**src/hdl/hfs_pkg.sv**
```systemverilog
// Shared types and constants for the Hilbert SSB frequency shifter.
package hfs_pkg;

  localparam int SAMPLE_W = 16;
  localparam int COEF_W   = 18;
  localparam int PHASE_W  = 32;
  localparam int APB_AW   = 3;
  localparam int APB_DW   = 32;

  // Q30 fixed-point constants used when the tables are built
  localparam logic signed [63:0] Q30_ONE     = 64'sd1073741824;
  localparam logic        [63:0] PI_HALF_Q30 = 64'd1686629713;
  localparam logic        [63:0] PI_Q30      = 64'd3373259426;

  // Register index, taken from paddr[2]
  typedef enum logic [0:0] {
    REG_PHASE_STEP = 1'b0
  } reg_idx_e;

endpackage

```
**src/hdl/hfs_cell.sv**
```systemverilog
// One stage of the delay-line ring: holds a sample, takes its neighbor's on enable.
module hfs_cell (
  input  logic                                clk_i,
  input  logic                                rst_ni,
  input  logic                                en_i,
  input  logic signed [hfs_pkg::SAMPLE_W-1:0] sample_i,
  output logic signed [hfs_pkg::SAMPLE_W-1:0] sample_o
);
  import hfs_pkg::*;

  logic signed [SAMPLE_W-1:0] sample_q, sample_d;

  assign sample_d = en_i ? sample_i : sample_q;

  always_ff @(posedge clk_i or negedge rst_ni) begin
    if (!rst_ni) begin
      sample_q <= '0;
    end else begin
      sample_q <= sample_d;
    end
  end

  assign sample_o = sample_q;

endmodule

```
**config.mk**
```make
export PLATFORM = sky130hd
export DESIGN_NAME = hfs_cell
export DESIGN_NICKNAME = d
export VERILOG_FILES = /design/src/hdl/hfs_pkg.sv /design/src/hdl/hfs_cell.sv
export SDC_FILE = /design/constraint.sdc
export NUM_CORES = 1
export LEC_CHECK = 0
export BUFFER_PORTS_ARGS = -buffer_cell sky130_fd_sc_hd__buf_2
export CORE_MARGIN = 3
export CORE_UTILIZATION = 45
export CTS_CLUSTER_SIZE = 28
export DETAILED_ROUTE_END_ITERATION = 16
export GPL_ROUTABILITY_DRIVEN = 0
export GPL_TIMING_DRIVEN = 0
export PLACE_DENSITY = 0.84
export SYNTH_ARGS = -nofsm -noshare
export SYNTH_HDL_FRONTEND = slang
export SYNTH_SLANG_ARGS = --single-unit
export TNS_END_PERCENT = 50
```
**constraint.sdc**
```tcl
create_clock -name clk_i -period 2.3 [get_ports clk_i]
set_input_delay 0.46 -clock clk_i [delete_from_list [all_inputs] [get_ports clk_i]]
set_output_delay 0.46 -clock clk_i [all_outputs]
set_load 0.1 [all_outputs]
```
==> out/metrics.yaml <==
status: "complete, no violations"
largest_reg_flops: 16
drt.antenna.violating_nets: 0
num_vias: 405
end_kind: "output port"
rsz0062_at_grt: "false"
yosysTopAreaCell: "dfrtp_1"
layout_common_cells: "33 x buf_2, 16 x dfrtp_1, 10 x mux2_4"
cp_slowest_cell: "buf_2"
cts_hold_buf: 0
critPathMaxStageDelay_ns: 0.43
post-cts-setup-buffers: 0
cts-root-buf: "clkbuf_4"
cp_num_buf_inv: 1
start_util: 0.487
numCtsBuffers: 3
p_leak_nw: 0.459
yosys_warnings: 0
grt_pass1_wl_um: 1920
port_buffers: 33
vias_per_cell: 4.71
finClkSkew_ns: 0
setup-violations-final: 0
path_cells: "buf_2"
wl_um: 1190
post_synth_num_cell_types: 5
startpoint_type: "flip-flop"
fin_crit_sh: 0.665
grt_usage: 0.138
power_density_nw_per_um2: 938
peakVddDrop_mv: 0.602
hp-class: "in -> async"
io_pins: 35
post_cts_resized: 0
synthCells: 34
syn-num-nets: 53
overflow: 0
worstMarginPinSlew_ns: 0.491
area_growth_pct: 33.9
relSlewSlack: 0.675
wl_per_cell_um: 13.9
layout.nets: 91
worstPathMaxFanout: 2
cts.reportedPaths.clkPinSlew_ns: 0.09
die_area_um2: 1930
synth_area_leaders: "dfrtp_1 62%, mux2_4 23%, mux2_2 10%"
insertion_delay_ns: 0.27
num_rows: 13
ys_ff_latch: 16
grt_pass1_vias: 469
max_cap_viol_count: 0
setup_tns_ns: 0
rrSetupSlack_ns: 1.53
drtIter0Drc: 0
die_w_um: 44.0
synthesis.area_um2: 649
die_h_um: 44.0
cts_buffer_depth: 2
layout_commonest_cell: "buf_2"
h-tree-depth: 1
final_max_slew_viol_count: 0
hold_ws_ns: 0.0722
crit_family: "buffers and inverters"
min_period_ns: 1.53
drt-pass1-iter-count: 1
cts_tree: "yes"
hold_viol_final: 0
synth_top_area_share: 0.617
num_antenna_cells: 0
route.detailed.drc: 0
cp.arrival_ns: 1.07
core-area_um2: 1330
hpwl_um: 957
antenna_found_initial: 0
grt_max_degree: 17
clock.fmax_ghz: 0.654
path_class: "reg -> out"
crit_required_ns: 1.84
yosysSeqAreaShare: 0.617
avgSynthCellArea_um2: 19.1
clock_sinks: 16
layout-drive-gt1-share: 0.775
worst paths after layout:
check	depth (start not counted)	endpoint	from
worst max-delay path	1	sample_o[6]	sample_o[6]
worst min-delay path	1	sample_o[6]	rst_ni
worst max register to register	1	sample_o[10]	sample_o[10]
worst min register to register	1	sample_o[14]	sample_o[14]
max in group asynchronous	1	sample_o[5]	rst_ni
min in group clk_i	2	sample_o[0]	sample_i[0]
power breakdown:
group          switching (mW)  leakage (nW)  total, mW  internal, mW
sequential             0.0137         0.187      0.323         0.309
clock                  0.0798        0.0210      0.176        0.0962
combinational           0.248         0.251      0.317        0.0690
through the flow:
step | setup WS, ns | util | cell area [µm²] | instances | power (mW)
2_1_floorplan | 0.942 | - | 649 | 34 | 0.589
3_3_place_gp | 1.08 | 0.625 | 833 | 82 | 0.643
3_5_place_dp | 1.08 | 0.625 | 833 | 82 | 0.647
4_1_cts | 0.758 | 0.652 | 870 | 86 | 0.828
5_1_grt | 0.729 | 0.652 | 870 | 86 | 0.843
6_report | 0.770 | 0.652 | 870 | 86 | 0.816
layout make-up:
| type | instances | area (µm²) |
|---|---|---|
| clock buffers | 4 | 36.3 |
| multi-input cells | 16 | 218 |
| well taps | 15 | 18.8 |
| flip-flops and latches | 16 | 400 |
| plain buffers | 2 | 31.3 |
| fillers | 116 | 464 |
| repair buffers | 33 | 165 |
routing by layer:
metal / track usage / up-vias / share of wire
li1: - / 193 / -
met1: 0.162 / 184 / 0.44
met2: 0.235 / 28 / 0.47
met3: 0.0539 / 0 / 0.095
met4: 0.0361 / 0 / 0
met5: 0 / - / 0
cell families (layout without fill, tap and decap cells):
kind of cell | after synthesis | after routing | share of synthesized area
flip-flops | 16 | 16 | 0.617
multiplexers | 16 | 16 | 0.335
buffers and inverters | 2 | 39 | 0.0482
cell usage after synthesis:
library cell,n
mux2_2,6
mux2_4,10
buf_12,1
dfrtp_1,16
buf_6,1
Power figures use the tool's default switching activity.
